`src/rtl/i2cm_pkg.sv`:
```
// Shared types and constants for the I2C master register access engine.
// Used by the front end, the item queue, the back end and the top level.
`timescale 1ns / 1ps

package i2cm_pkg;

  localparam int MAX_BURST        = 16;
  localparam int QUEUE_DEPTH_DEF  = 4;
  localparam logic [6:0] DEV_ADDR_RESET = 7'd104;

  // Request codes as they arrive on the input channel.
  localparam logic [1:0] REQ_TICK  = 2'd0;
  localparam logic [1:0] REQ_WRITE = 2'd1;
  localparam logic [1:0] REQ_READ  = 2'd2;

  // Classified item kinds handed from the front end to the back end.
  localparam logic [1:0] KIND_TICK  = 2'd0;
  localparam logic [1:0] KIND_WRITE = 2'd1;
  localparam logic [1:0] KIND_READ  = 2'd2;
  localparam logic [1:0] KIND_NONE  = 2'd3;

  typedef struct packed {
    logic [1:0] kind;
    logic [7:0] reg_addr;
    logic [7:0] write_value;
    logic [4:0] burst_len;   // already clamped to 1..MAX_BURST
    logic       sda_in;
  } item_t;

  typedef struct packed {
    logic       scl_out;
    logic       sda_out;
    logic       busy_res;
    logic       byte_valid;
    logic [7:0] read_data;
    logic       byte_last;
    logic       done_res;
    logic       nack_error;
    logic       rejected;
  } res_t;

endpackage

```
`src/rtl/i2cm_front.sv`:
```
// Front end: decodes the request code and clamps the burst length of each beat.
// Depends on i2cm_pkg for the item type and kind codes.
`timescale 1ns / 1ps

module i2cm_front
  import i2cm_pkg::*;
(
  input  logic [1:0] req_type,
  input  logic [7:0] reg_addr,
  input  logic [7:0] write_value,
  input  logic [4:0] burst_length,
  input  logic       sda_in,
  output item_t      item
);

  logic [4:0] len;

  always_comb begin
    if (burst_length == 5'd0) begin
      len = 5'd1;
    end else if (int'(burst_length) > MAX_BURST) begin
      len = 5'(MAX_BURST);
    end else begin
      len = burst_length;
    end
  end

  always_comb begin
    item.reg_addr    = reg_addr;
    item.write_value = write_value;
    item.burst_len   = len;
    item.sda_in      = sda_in;
    unique case (req_type)
      REQ_TICK:  item.kind = KIND_TICK;
      REQ_WRITE: item.kind = KIND_WRITE;
      REQ_READ:  item.kind = KIND_READ;
      default:   item.kind = KIND_NONE;
    endcase
  end

endmodule

```
`src/rtl/i2cm_queue.sv`:
```
// Short first-in first-out queue of classified items between front and back end.
// Depends on i2cm_pkg for the item type.
`timescale 1ns / 1ps

module i2cm_queue
  import i2cm_pkg::*;
#(
  parameter int DEPTH = QUEUE_DEPTH_DEF
) (
  input  logic  clk,
  input  logic  rst_n,
  input  logic  push,
  input  item_t push_item,
  output logic  full,
  input  logic  pop,
  output logic  valid,
  output item_t head
);

  localparam int PW = (DEPTH > 1) ? $clog2(DEPTH) : 1;
  localparam int CW = $clog2(DEPTH + 1);

  item_t         mem_r [DEPTH];
  logic [PW-1:0] wr_ptr_r, rd_ptr_r;
  logic [CW-1:0] count_r;
  logic          do_push, do_pop;

  assign full    = (count_r == CW'(DEPTH));
  assign valid   = (count_r != '0);
  assign head    = mem_r[rd_ptr_r];
  assign do_push = push && !full;
  assign do_pop  = pop && valid;

  always_ff @(posedge clk) begin
    if (do_push) begin
      mem_r[wr_ptr_r] <= push_item;
    end
  end

  always_ff @(posedge clk) begin
    if (!rst_n) begin
      wr_ptr_r <= '0;
      rd_ptr_r <= '0;
      count_r  <= '0;
    end else begin
      if (do_push) begin
        wr_ptr_r <= (wr_ptr_r == PW'(DEPTH - 1)) ? '0 : wr_ptr_r + 1'b1;
      end
      if (do_pop) begin
        rd_ptr_r <= (rd_ptr_r == PW'(DEPTH - 1)) ? '0 : rd_ptr_r + 1'b1;
      end
      if (do_push && !do_pop) begin
        count_r <= count_r + 1'b1;
      end else if (do_pop && !do_push) begin
        count_r <= count_r - 1'b1;
      end
    end
  end

endmodule

```
`src/rtl/i2cm_back.sv`:
```
// Back end: the bus sequencer that advances one half period per tick item,
// holding the device address register and the registered result beat.
// Depends on i2cm_pkg for item and result types.
`timescale 1ns / 1ps

module i2cm_back
  import i2cm_pkg::*;
(
  input  logic       clk,
  input  logic       rst_n,
  input  logic       cfg_we,
  input  logic [6:0] cfg_data,
  input  logic       q_valid,
  input  item_t      q_head,
  output logic       q_pop,
  output logic       res_valid,
  output res_t       res,
  input  logic       res_ready
);

  localparam logic [3:0] PH_IDLE    = 4'd0;
  localparam logic [3:0] PH_START   = 4'd1;
  localparam logic [3:0] PH_ADDR_W  = 4'd2;
  localparam logic [3:0] PH_REG     = 4'd3;
  localparam logic [3:0] PH_VALUE   = 4'd4;
  localparam logic [3:0] PH_RESTART = 4'd5;
  localparam logic [3:0] PH_ADDR_R  = 4'd6;
  localparam logic [3:0] PH_READ    = 4'd7;
  localparam logic [3:0] PH_STOP    = 4'd8;

  logic [6:0] dev_addr_r;
  logic [3:0] phase_r, phase_nxt;
  logic [1:0] tick_r, tick_nxt;
  logic [3:0] bitc_r, bitc_nxt;
  logic [7:0] shift_r, shift_nxt;
  logic [4:0] bytec_r, bytec_nxt;
  logic       is_read_r, is_read_nxt;
  logic [4:0] total_r, total_nxt;
  logic [7:0] reg_r, reg_nxt;
  logic [7:0] val_r, val_nxt;
  logic       scl_r, scl_nxt;
  logic       sda_r, sda_nxt;
  logic       nack_r, nack_nxt;
  logic       res_valid_r;
  res_t       res_r, res_nxt;
  logic       last;
  logic       fire;

  assign fire      = q_valid && (!res_valid_r || res_ready);
  assign q_pop     = fire;
  assign res_valid = res_valid_r;
  assign res       = res_r;
  assign last      = ({1'b0, bytec_r} + 6'd1) >= {1'b0, total_r};

  always_comb begin
    phase_nxt   = phase_r;
    tick_nxt    = tick_r;
    bitc_nxt    = bitc_r;
    shift_nxt   = shift_r;
    bytec_nxt   = bytec_r;
    is_read_nxt = is_read_r;
    total_nxt   = total_r;
    reg_nxt     = reg_r;
    val_nxt     = val_r;
    scl_nxt     = scl_r;
    sda_nxt     = sda_r;
    nack_nxt    = nack_r;
    res_nxt     = '0;

    unique case (q_head.kind)
      KIND_WRITE, KIND_READ: begin
        if (phase_r != PH_IDLE) begin
          res_nxt.rejected = 1'b1;
        end else begin
          reg_nxt     = q_head.reg_addr;
          val_nxt     = q_head.write_value;
          total_nxt   = q_head.burst_len;
          is_read_nxt = (q_head.kind == KIND_READ);
          nack_nxt    = 1'b0;
          bytec_nxt   = '0;
          bitc_nxt    = '0;
          phase_nxt   = PH_START;
          tick_nxt    = '0;
        end
      end
      KIND_TICK: begin
        unique case (phase_r)
          PH_START, PH_RESTART: begin
            unique case (tick_r)
              2'd0: begin sda_nxt = 1'b1; tick_nxt = 2'd1; end
              2'd1: begin scl_nxt = 1'b1; tick_nxt = 2'd2; end
              2'd2: begin sda_nxt = 1'b0; tick_nxt = 2'd3; end
              default: begin
                scl_nxt  = 1'b0;
                bitc_nxt = '0;
                tick_nxt = '0;
                if (phase_r == PH_START) begin
                  phase_nxt = PH_ADDR_W;
                  shift_nxt = {dev_addr_r, 1'b0};
                end else begin
                  phase_nxt = PH_ADDR_R;
                  shift_nxt = {dev_addr_r, 1'b1};
                end
              end
            endcase
          end
          PH_ADDR_W, PH_REG, PH_VALUE, PH_ADDR_R: begin
            if (tick_r == 2'd0) begin
              sda_nxt  = (bitc_r < 4'd8) ? shift_r[7] : 1'b1;
              tick_nxt = 2'd1;
            end else if (tick_r == 2'd1) begin
              scl_nxt  = 1'b1;
              tick_nxt = 2'd2;
            end else begin
              scl_nxt  = 1'b0;
              tick_nxt = '0;
              if (bitc_r < 4'd8) begin
                shift_nxt = {shift_r[6:0], 1'b0};
                bitc_nxt  = bitc_r + 4'd1;
              end else if (q_head.sda_in) begin
                // Target left SDA high in the acknowledge slot: abort.
                nack_nxt  = 1'b1;
                phase_nxt = PH_STOP;
              end else begin
                bitc_nxt = '0;
                unique case (phase_r)
                  PH_ADDR_W: begin
                    phase_nxt = PH_REG;
                    shift_nxt = reg_r;
                  end
                  PH_REG: begin
                    if (is_read_r) begin
                      phase_nxt = PH_RESTART;
                      bitc_nxt  = bitc_r;
                    end else begin
                      phase_nxt = PH_VALUE;
                      shift_nxt = val_r;
                    end
                  end
                  PH_ADDR_R: begin
                    phase_nxt = PH_READ;
                    shift_nxt = '0;
                    bytec_nxt = '0;
                  end
                  default: begin
                    phase_nxt = PH_STOP;
                    bitc_nxt  = bitc_r;
                  end
                endcase
              end
            end
          end
          PH_READ: begin
            if (tick_r == 2'd0) begin
              // Master releases SDA for data, and for the last byte's NACK.
              sda_nxt  = (bitc_r < 4'd8) ? 1'b1 : last;
              tick_nxt = 2'd1;
            end else if (tick_r == 2'd1) begin
              scl_nxt  = 1'b1;
              tick_nxt = 2'd2;
            end else begin
              scl_nxt  = 1'b0;
              tick_nxt = '0;
              if (bitc_r < 4'd8) begin
                shift_nxt = {shift_r[6:0], q_head.sda_in};
                bitc_nxt  = bitc_r + 4'd1;
                if (bitc_r == 4'd7) begin
                  res_nxt.byte_valid = 1'b1;
                  res_nxt.read_data  = {shift_r[6:0], q_head.sda_in};
                  res_nxt.byte_last  = last;
                end
              end else begin
                bytec_nxt = bytec_r + 5'd1;
                if (last) begin
                  phase_nxt = PH_STOP;
                end else begin
                  bitc_nxt  = '0;
                  shift_nxt = '0;
                end
              end
            end
          end
          PH_STOP: begin
            if (tick_r == 2'd0) begin
              sda_nxt  = 1'b0;
              tick_nxt = 2'd1;
            end else if (tick_r == 2'd1) begin
              scl_nxt  = 1'b1;
              tick_nxt = 2'd2;
            end else begin
              sda_nxt            = 1'b1;
              scl_nxt            = 1'b1;
              res_nxt.done_res   = 1'b1;
              res_nxt.nack_error = nack_r;
              phase_nxt          = PH_IDLE;
              tick_nxt           = '0;
              bitc_nxt           = '0;
            end
          end
          default: begin
            phase_nxt = PH_IDLE;
            tick_nxt  = '0;
            scl_nxt   = 1'b1;
            sda_nxt   = 1'b1;
          end
        endcase
      end
      default: begin
        // Unused request code: no advance, levels held.
      end
    endcase

    res_nxt.scl_out  = scl_nxt;
    res_nxt.sda_out  = sda_nxt;
    res_nxt.busy_res = (phase_nxt != PH_IDLE);
  end

  always_ff @(posedge clk) begin
    if (!rst_n) begin
      dev_addr_r  <= DEV_ADDR_RESET;
      phase_r     <= PH_IDLE;
      tick_r      <= '0;
      bitc_r      <= '0;
      shift_r     <= '0;
      bytec_r     <= '0;
      is_read_r   <= 1'b0;
      total_r     <= '0;
      reg_r       <= '0;
      val_r       <= '0;
      scl_r       <= 1'b1;
      sda_r       <= 1'b1;
      nack_r      <= 1'b0;
      res_valid_r <= 1'b0;
    end else begin
      if (cfg_we) begin
        dev_addr_r <= cfg_data;
      end
      if (fire) begin
        phase_r   <= phase_nxt;
        tick_r    <= tick_nxt;
        bitc_r    <= bitc_nxt;
        shift_r   <= shift_nxt;
        bytec_r   <= bytec_nxt;
        is_read_r <= is_read_nxt;
        total_r   <= total_nxt;
        reg_r     <= reg_nxt;
        val_r     <= val_nxt;
        scl_r     <= scl_nxt;
        sda_r     <= sda_nxt;
        nack_r    <= nack_nxt;
      end
      if (fire) begin
        res_valid_r <= 1'b1;
      end else if (res_ready) begin
        res_valid_r <= 1'b0;
      end
    end
  end

  always_ff @(posedge clk) begin
    if (fire) begin
      res_r <= res_nxt;
    end
  end

endmodule

```
`src/rtl/i2c_master_register_access.sv`:
```
// Top level of the I2C master register access engine.
// Instantiates i2cm_front, i2cm_queue and i2cm_back; uses i2cm_pkg.
//
// Usage: each input beat is a half-period tick (in_tuser 0), a register
// write command (1) or a burst read command (2). Every accepted input beat
// yields exactly one result beat carrying the SCL and SDA levels for the
// coming half period plus status flags; received bytes are flagged with
// byte_valid, and out_tlast marks the last byte of a read burst.
// The device address is written through the cfg channel, which is always
// ready; write it only while no transaction is under way.
// A beat is classified and written into the item queue at the edge it is
// accepted, and from the queue head it loads the result register, which
// drives out_tvalid. The sequencer takes one beat per cycle while the
// receiver does not stall the result register.
// When the receiver stalls, the result register holds and the queue
// (QUEUE_DEPTH beats) keeps taking input until it fills, then in_tready
// falls. Reset empties the queue and the result register, returns the bus
// levels to released and the device address to 104.
`timescale 1ns / 1ps

module i2c_master_register_access
  import i2cm_pkg::*;
#(
  parameter int QUEUE_DEPTH = QUEUE_DEPTH_DEF
) (
  input  logic        clk,
  input  logic        rst_n,
  input  logic        in_tvalid,
  output logic        in_tready,
  input  logic [23:0] in_tdata,   // reg_addr[7:0], write_value[15:8],
                                  // burst_length[20:16], sda_in[21], zero pad
  input  logic [1:0]  in_tuser,   // req_type[1:0]
  output logic        out_tvalid,
  input  logic        out_tready,
  output logic [15:0] out_tdata,  // scl_out[0], sda_out[1], busy_res[2],
                                  // byte_valid[3], read_data[11:4], done_res[12],
                                  // nack_error[13], rejected[14], zero pad
  output logic        out_tlast,  // byte_last
  input  logic        cfg_valid,
  output logic        cfg_ready,
  input  logic [6:0]  cfg_data    // device_address
);

  item_t front_item, q_head;
  logic  q_full, q_valid, q_pop;
  logic  res_valid;
  res_t  res;

  assign in_tready = !q_full;
  assign cfg_ready = 1'b1;

  i2cm_front u_front (
    .req_type     (in_tuser),
    .reg_addr     (in_tdata[7:0]),
    .write_value  (in_tdata[15:8]),
    .burst_length (in_tdata[20:16]),
    .sda_in       (in_tdata[21]),
    .item         (front_item)
  );

  i2cm_queue #(
    .DEPTH (QUEUE_DEPTH)
  ) u_queue (
    .clk       (clk),
    .rst_n     (rst_n),
    .push      (in_tvalid),
    .push_item (front_item),
    .full      (q_full),
    .pop       (q_pop),
    .valid     (q_valid),
    .head      (q_head)
  );

  i2cm_back u_back (
    .clk       (clk),
    .rst_n     (rst_n),
    .cfg_we    (cfg_valid),
    .cfg_data  (cfg_data),
    .q_valid   (q_valid),
    .q_head    (q_head),
    .q_pop     (q_pop),
    .res_valid (res_valid),
    .res       (res),
    .res_ready (out_tready)
  );

  assign out_tvalid = res_valid;
  assign out_tlast  = res.byte_last;
  assign out_tdata  = {1'b0, res.rejected, res.nack_error, res.done_res,
                       res.read_data, res.byte_valid, res.busy_res,
                       res.sda_out, res.scl_out};

endmodule
```
`config.mk`:
```
export PLATFORM = sky130hd
export DESIGN_NAME = i2c_master_register_access
export DESIGN_NICKNAME = d
export VERILOG_FILES = /design/src/rtl/i2cm_pkg.sv /design/src/rtl/i2cm_front.sv /design/src/rtl/i2cm_queue.sv /design/src/rtl/i2cm_back.sv /design/src/rtl/i2c_master_register_access.sv
export SDC_FILE = /design/constraint.sdc
export NUM_CORES = 1
export LEC_CHECK = 0
export BUFFER_PORTS_ARGS = -buffer_cell sky130_fd_sc_hd__buf_2
export CAP_MARGIN = 5
export CORE_MARGIN = 10
export CORE_UTILIZATION = 60
export DETAILED_ROUTE_END_ITERATION = 16
export PLACE_DENSITY = 0.79
export SKIP_LAST_GASP = 1
export SYNTH_ARGS = -nofsm -noshare
export SYNTH_HDL_FRONTEND = slang
export SYNTH_SLANG_ARGS = --single-unit
```
`constraint.sdc`:
```
create_clock -name clk -period 3.6 [get_ports clk]
set_input_delay 0.72 -clock clk [delete_from_list [all_inputs] [get_ports clk]]
set_output_delay 0.72 -clock clk [all_outputs]
set_load 0.005 [all_outputs]
```
After elaboration in Yosys (flattened, before gate mapping)
Memory sizes are Yosys's and may differ from the RTL's. A register that Yosys moved wholly into a read port is not among the register bits. Cells that the tools add are included.

Equality and inequality tests: 50. Muxes and demuxes: 101. Add/subtract/negate cells: 7. Magnitude comparators: 3. Bitwise operators: 6. Reductions and logical operators: 39.

Operator list (count): $mux 4 (25); $mux 8 (10); $mux 5 (11); $pmux 8 s3 (2); $ne 3x3->1 const B (14); $pmux 4 s4 (2); $mux 1 (24); $pmux 4 s2 (3); $reduce_and 12->1 (2); $eq 4x3->1 const B (5); $ne 2x2->1 const B (10); $pmux 5 s2 (2); $mux 2 (8); $reduce_and 15->1 (1); $ne 4x4->1 const B (3); $pmux 2 s3 (2); $pmux 4 s3 (1); $reduce_or 6->1 (2); $eq 2x2->1 const B (5); $mux 10 (1); $ne 5x4->1 const B (2); $reduce_or 5->1 (2); $mux 3 (3); $eq 4x2->1 const B (2); other kinds (34) (64).

Input port bits: 38. Memories kept: 1. Bits in registers: 79. Output and inout bits: 20. Bits in writable memories: 96.

Memory list: u_queue.mem_r (words 4, width 24, read ports 1, clocked after Yosys merged registers in 1, write ports 1, line i2cm_queue.sv:23) `item_t mem_r [DEPTH];`.

Depth between registers and ports, before layout
Gate-level depths: netlist of the first run.

Word-level depth: 9. Depth in mapped cells: 12. Gate-level depth less buffers: 10.

Modules after synthesis
Synthesis of the first run repeated with hierarchy kept, for this count alone.

Cells, all modules: 660. Area, all modules: 8146.6 um^2.

By module, submodules not included: i2cm_back (seq. area each 1601.5 um^2, area an instance 3980.1 um^2, times used 1, cells each 452); i2cm_queue (seq. area each 3062.9 um^2, area an instance 3967.6 um^2, times used 1, cells each 177); i2cm_front (seq. area each 0.0 um^2, area an instance 172.7 um^2, times used 1, cells each 26); i2c_master_register_access (seq. area each 0.0 um^2, area an instance 26.3 um^2, times used 1, cells each 5).

Worst setup path before layout of the first run
OpenSTA, ideal clock, no wires.

Kind: register -> register. Start: register (tool-made name). End: register u_back.bitc_r[2]. Stages on the path, launching flop included: 13. Slack: 0.706 ns. Setup time: 0.058 ns. Data arrival time: 2.835 ns. Required time: 3.542 ns. Cell sequence: dfxtp_1 buf_6 buf_2 mux4_2 inv_1 ha_1 or2_1 clkbuf_1 nor3_1 o21ai_2 nor4_2 o211ai_1 o21ba_1.

RTL lines: to (signal assigned) (line i2cm_back.sv:241) `bitc_r <= bitc_nxt;`; to (decl) (line i2cm_back.sv:34) `logic [3:0] bitc_r, bitc_nxt;`.

==> results.toml, run 1 <==
[clock_tree]
post_cts_buffers = 0
clk_transition_reported_paths_ps = 60
cts.htree.levels = 4
cts_resized = 0
clock-sinks = 177
numCtsBuffers = 17
cts_hold_repair.buffers = 0
clkLatencyLatePin_ps = 430
cts_tree = "built"
clockBufferDepth = 2
root_buffer = "clkbuf_16"

[synthesis]
async_flop_share_pct = 0
syn_area_um2 = 8033
synth_top_cells_by_count = "112 x edfxtp_1, 65 x dfxtp_1, 49 x nand2_1"
yosysSeqAreaShare_pct = 58.07
synth_warnings = 0
synth-main-ff-cell = "edfxtp_1"
synth_cell_types = 68
syn_nets = 690
synthCells = 630
netlist_top_cells_area = "edfxtp_1 42%, dfxtp_1 16%, mux4_2 6.7%"
synth_edf_count = 112
syn_area_per_cell_um2 = 12.75
synth_top_area_share_pct = 41.87
synth.largest_area_cell = "edfxtp_1"
yosysMostFrequentCell = "edfxtp_1"
ys_ff_latch = 177

[floorplan]
start_util_pct = 60.90
core-area_um2 = 13190
row_count = 42
pin_count = 58
fp.dieW_um = 135.7
die_y_um = 135.7
dieArea_um2 = 18420

[grt]
grt_pass1_vias = 5113
grt_max_degree = 44
globalRouteMet1Util_pct = 22.80
grt_antenna_before_repair = 0
top_usage_layer = "met2"
grt_usage_pct = 18.28
grt-ovfl-total = 0
grt_pass1_wl_um = 26540
grtUsageMet3_pct = 4.636
grtUsageMet2_pct = 30.37

[power]
switching_power_w = 0.002069
swShare_pct = 30.71
power.internal_w = 0.004668
leakagePower_nw = 3.528
p_per_area_nw_per_um2 = 740.9
combPwrFrac_pct = 28.4
irDropWorstVdd_v = 0.0005790
seq_power_share_pct = 40.7
clkPwrFrac_pct = 30.9

[sta]
finalMaxSlewViolations = 0
relSlewSlack_pct = 48.02
max_freq_mhz = 334.9
rsz0062_at_grt = "no"
worstMarginPinSlew_ps = 779.7
tns_ps = 0
setup_viol = 0
finalCriticalPeriod_ps = 2986
fin_crit_sh_pct = 82.93
finClkSkew_ps = 7.103
hold_violations = 0

[drt]
avgViaCountPerCell = 5.942
first_pass_iters = 6
ant_nets = 0
drc_errors = 0
wire_per_inst_um = 18.82
drt_wl_total_um = 16220
drt_iter0_drc = 431
via_count = 5122

[final_layout]
n_fill_cell = 914
stdcell_count = 862
multiInputGateArea_um2 = 3088
area_growth_pct = 13.19
antenna_cells = 0
drive_above_1_share_pct = 19.10
nNetsFinal = 733
register_area_um2 = 4664

[run]
cap_violations = 0

[status]
status = "finished clean"

[critical_path]
r2r-end = "u_back.bitc_r[2]$_SDFFE_PN0P_"
crit_path_start_kind = "flip-flop"
crit_type = "flip-flop to flip-flop"
crit_slowest_cell = "mux4_2"
critPathMaxStageDelay_ps = 590
crit_end = "u_back.bitc_r[2]$_SDFFE_PN0P_"
required_ps = 3980
cp_num_buf_inv = 1
cp_max_fo = 6
critPathCaptureType = "flip-flop"
crit_chain = "mux4_2 -> inv_1 -> ha_1 -> or2_1 -> nor3_1 -> o21ai_2 -> nor4_2 -> o211ai_1 -> o21ba_1"
cp.depth = 9
arrival_ps = 3360
ff2ff_path_depth = 9
r2r_setup_slack_ps = 610
cp_top_family = "simple AND/OR/NAND/NOR gates"

[placed_design]
place_congestion = 0.9189
hpwl_um = 10850
io_buffers = 53
dp.cells = 830

[min_path]
hold_path.class = "flip-flop to flip-flop"
[registers in the layout (all words and copies together) (netlist names), named ones only]
register / count
u_back.bitc_r: 4
u_back.bytec_r: 5
u_back.dev_addr_r: 7
u_back.is_read_r: 1
u_back.nack_r: 1
u_back.phase_r: 4
u_back.reg_r: 8
u_back.res: 16
u_back.res_valid: 1
u_back.scl_r: 1
u_back.sda_r: 1
u_back.shift_r: 8
u_back.tick_r: 2
u_back.total_r: 5
u_back.val_r: 8
u_queue.count_r: 3
u_queue.mem_r: 96
u_queue.rd_ptr_r: 2
u_queue.wr_ptr_r: 2
[power groups by stage]
stage | clock [W] | sequential, W | combinational [W]
6_report | 0.00208 | 0.00274 | 0.00191
3_5_place_dp | 0 | 0.00278 | 0.00190
5_1_grt | 0.00221 | 0.00278 | 0.00208
4_1_cts | 0.00212 | 0.00274 | 0.00192
2_1_floorplan | 0 | 0.00269 | 0.00146
3_3_place_gp | 0 | 0.00276 | 0.00183
[per-layer routing]
layer  up-vias  wire length [µm]
li1       2419                 -
met1      2501              6762
met2       184              8319
met3        18               963
met4         0               179
met5         -                 0
[area by class of cell]
| type | instances | area share [%] |
|---|---|---|
| clock inverters | 14 | 2.780 |
| repair buffers | 65 | 3.908 |
| inverters | 22 | 0.9082 |
| flip-flops and latches | 177 | 51.30 |
| clock buffers | 18 | 4.720 |
| well taps | 176 | 2.422 |
| multi-input cells | 390 | 33.96 |
[cells by family after synthesis]
family | share of synthesized area (%)
simple gates | 14.07
fa+ha+maj | 3.520
flops | 58.07
compound gates | 7.788
buf+inv | 3.489
other cells | 0.09349
xor+xnor | 0.7633
mux | 12.21
[through the flow]
step	utilization, %	power (W)	worst slack, ps	area [µm²]	hold slack (ps)
after floorplan	-	0.004147	706.4	8033	431.9
final	68.93	0.006737	614.4	9092	469.8
after CTS	68.93	0.006782	629.1	9092	475.4
after global placement	63.76	0.004585	714.7	8411	454.6
after global routing	68.93	0.007067	478.8	9092	493.9
after detailed placement	63.76	0.004684	647.6	8411	465.5
[placed cells by master, fill, tap and decap left out, types with 4 or more instances in the layout]
master / n
nor2_1: 20
a22o_1: 6
nand3_1: 21
ha_1: 21
mux4_2: 24
o21ai_0: 20
a21o_1: 5
o211ai_1: 5
nor3b_1: 4
nand3b_1: 7
and2_1: 11
nor2b_1: 39
and3_1: 10
a21oi_1: 16
xnor2_1: 4
inv_1: 21
nand2_1: 49
nor3_1: 8
buf_2: 53
a22oi_1: 10
nand2b_1: 7
o22ai_1: 4
dfxtp_1: 65
nand4_1: 4
buf_4: 12
clkbuf_16: 17
edfxtp_1: 112
mux2i_1: 44
bufinv_16: 6
[tightest hold or removal path: cells and delay by family (launching register included)]
family | cells | cell delay, ps
and+or+nand+nor | 1 | 50
DFF | 1 | 310
muxes | 1 | 60
[how the worst min path moves through the flow]
stage / startpoint / endpoint / slack [ps] / cells past startpoint
after floorplan: u_back.nack_r$_SDFFE_PN0P_ / u_back.nack_r$_SDFFE_PN0P_ / 430 / 2
after global placement: u_back.shift_r[7]$_SDFFE_PN0P_ / u_back.shift_r[7]$_SDFFE_PN0P_ / 450 / 2
after detailed placement: u_back.shift_r[7]$_SDFFE_PN0P_ / u_back.shift_r[7]$_SDFFE_PN0P_ / 470 / 2
after CTS: u_back.shift_r[7]$_SDFFE_PN0P_ / u_back.shift_r[7]$_SDFFE_PN0P_ / 480 / 2
after global routing: in_tdata[11] / u_queue.mem_r[1][9]$_DFFE_PP_ / 490 / 1
final: u_back.shift_r[7]$_SDFFE_PN0P_ / u_back.shift_r[7]$_SDFFE_PN0P_ / 470 / 2
(Power assumes the default switching activity.)
==> run 2, diff against run 1 <==
CORE_UTILIZATION = 54   (was 60)
PLACE_DENSITY = 0.75   (was 0.79)
clock period = 2.4 ns   (was 3.6 ns; I/O delays follow)
==> run 2 against run 1 <==
The flow now finishes with violations (negative setup slack). Combinational power increased by 94%. Cell area up 5.2%. First-iteration DRC count up 17%. Via count increased by 2.5%.
==> results.toml, run 2 (same netlist as run 1, synthesis figures left out) <==
[sta]
setup_viol = 2
finalCriticalPeriod_ps = 2447
layout_setup_ws_ps = -46.64
finClkSkew_ps = 8.441
worstMarginPinSlew_ps = 725.7
relSlewSlack_pct = 51.62
holdWs_ps = 264.8
rsz0062_at_grt = "yes"
finalMaxSlewViolations = 0
max_freq_mhz = 408.7
fin_crit_sh_pct = 101.9
hold_violations = 0

[floorplan]
row_count = 44
dieArea_um2 = 20150
fp.dieW_um = 142.0
die_y_um = 142.0
core-area_um2 = 14530
start_util_pct = 55.27
pin_count = 58

[critical_path]
ff2ff_path_depth = 9
r2r_setup_slack_ps = -50
r2r-end = "u_back.bitc_r[2]$_SDFFE_PN0P_"
critPathMaxStageDelay_ps = 550
critPathCaptureType = "flip-flop"
required_ps = 2770
crit_chain = "mux4_2 -> inv_2 -> ha_4 -> or2_4 -> nor3_4 -> o21ai_2 -> nor4_2 -> o211ai_1 -> o21ba_1"
cp_max_fo = 5
crit_type = "flip-flop to flip-flop"
crit_slowest_cell = "mux4_2"
arrival_ps = 2820
crit_path_start_kind = "flip-flop"
crit_end = "u_back.bitc_r[2]$_SDFFE_PN0P_"

[placed_design]
hpwl_um = 11320
io_buffers = 53
place_congestion = 0.9000
post-place-ws_ps = -141.7
dp.cells = 874

[drt]
topRoutingLayerUsed = "met4"
drt_iter0_drc = 503
ant_nets = 0
avgViaCountPerCell = 5.725
routed-wl-met3_um = 772
wl_met2_um = 8439
drc_errors = 0
via_count = 5250
wire_per_inst_um = 18.36
drt_wl_total_um = 16840
wl_met1_um = 7438
first_pass_iters = 5

[clock_tree]
clkLatencyLatePin_ps = 420
cts.htree.levels = 4
clk_transition_reported_paths_ps = 70
numCtsBuffers = 17
clockBufferDepth = 2
root_buffer = "clkbuf_16"
cts_hold_repair.buffers = 0
clock-sinks = 177
cts_tree = "built"

[final_layout]
area_growth_pct = 19.10
nNetsFinal = 780
stdcell_count = 917
antenna_cells = 0
top_register = "u_queue.mem_r"
drive_above_1_share_pct = 26.88
largest_reg_flops = 96
mostFrequentLayoutCells = "112 x edfxtp_1, 62 x dfxtp_1, 53 x buf_2"
layout_commonest_cell = "edfxtp_1"

[power]
p_per_area_nw_per_um2 = 1104
irDropWorstVdd_v = 0.0007463
fin_total_pwr_w = 0.01056
leakagePower_nw = 3.784

[grt]
grt_antenna_before_repair = 0
grt-ovfl-total = 0
grt_max_degree = 38
grt_pass1_vias = 5379
grt_pass1_wl_um = 27500
grt_usage_pct = 16.98

[min_path]
min-delay-start = "in_tdata[3]"
hold_path.class = "primary input to flip-flop"

[run]
cap_violations = 0

[status]
violations = "negative setup slack"
status = "finished, violations left"
-- run 2: cell types whose count changed in the layout (fill, tap and decap cells not counted), sizes merged --
cell      change
bufinv        -4
inv           +2
clkinv        +3
buf          +47
clkinvlp      -1
-- run 2: power breakdown --
| part | total, W | switching (W) | internal, W |
|---|---|---|---|
| clock network | 0.00277 | 0.00120 | 0.00157 |
| registers | 0.00409 | 0.000304 | 0.00379 |
| logic | 0.00370 | 0.00188 | 0.00182 |
| total | 0.0106 | 0.00338 | 0.00718 |
-- run 2: final cells by class --
cell class,instances,area [µm²]
Tap cell,184,230.2
Fill cell,1080,4967
Clock buffer,18,429.2
Sequential cell,177,4671
Multi-Input combinational cell,390,3211
Clock inverter,14,175.2
Timing Repair Buffer,112,768.2
Inverter,22,82.58
-- run 2: per-stage QoR --
step	instance area, µm²	TNS, ps	util, %
after floorplan	8077	-519.6	-
after global placement	8742	-149.9	60.15
after detailed placement	8742	-574.0	60.15
after CTS	9438	-389.2	64.94
after global routing	9567	-593.8	65.82
final	9567	-49.08	65.82
-- run 2: how the worst min path moves through the flow --
stage,end,slack (ps),depth (start not counted)
after floorplan,u_back.nack_r$_SDFFE_PN0P_,430,2
after global placement,u_back.shift_r[7]$_SDFFE_PN0P_,450,2
after detailed placement,u_back.nack_r$_SDFFE_PN0P_,460,2
after CTS,u_queue.mem_r[3][14]$_DFFE_PP_,250,1
after global routing,u_queue.mem_r[2][17]$_DFFE_PP_,260,1
final,u_queue.mem_r[0][17]$_DFFE_PP_,260,1
-- run 2: critical path, delay by kind of cell (launching register included) --
kind                     cells  cell delay (ps)
AND/OR/NAND/NOR              3              700
buffers and inverters        1               90
multiplexers                 1              550
AO/OA/AOI/OAI                3              470
flip-flops                   1              380
adder cells (fa/ha/maj)      1              200
-- run 2: timing repair --
item / 4_1_cts / 5_1_grt
gates resized for setup: 13 / 22
pin swaps: 9 / 7
setup buffers: 7 / 4
endpoints found under the hold margin: 0 / 0
setup endpoints to repair: 11 / 24
-- run 2: per-layer routing --
metal	vias up	GRT usage [%]
met5	-	0
met4	0	5.164
met3	20	4.606
met2	126	28.18
met1	2589	21.22
li1	2515	-
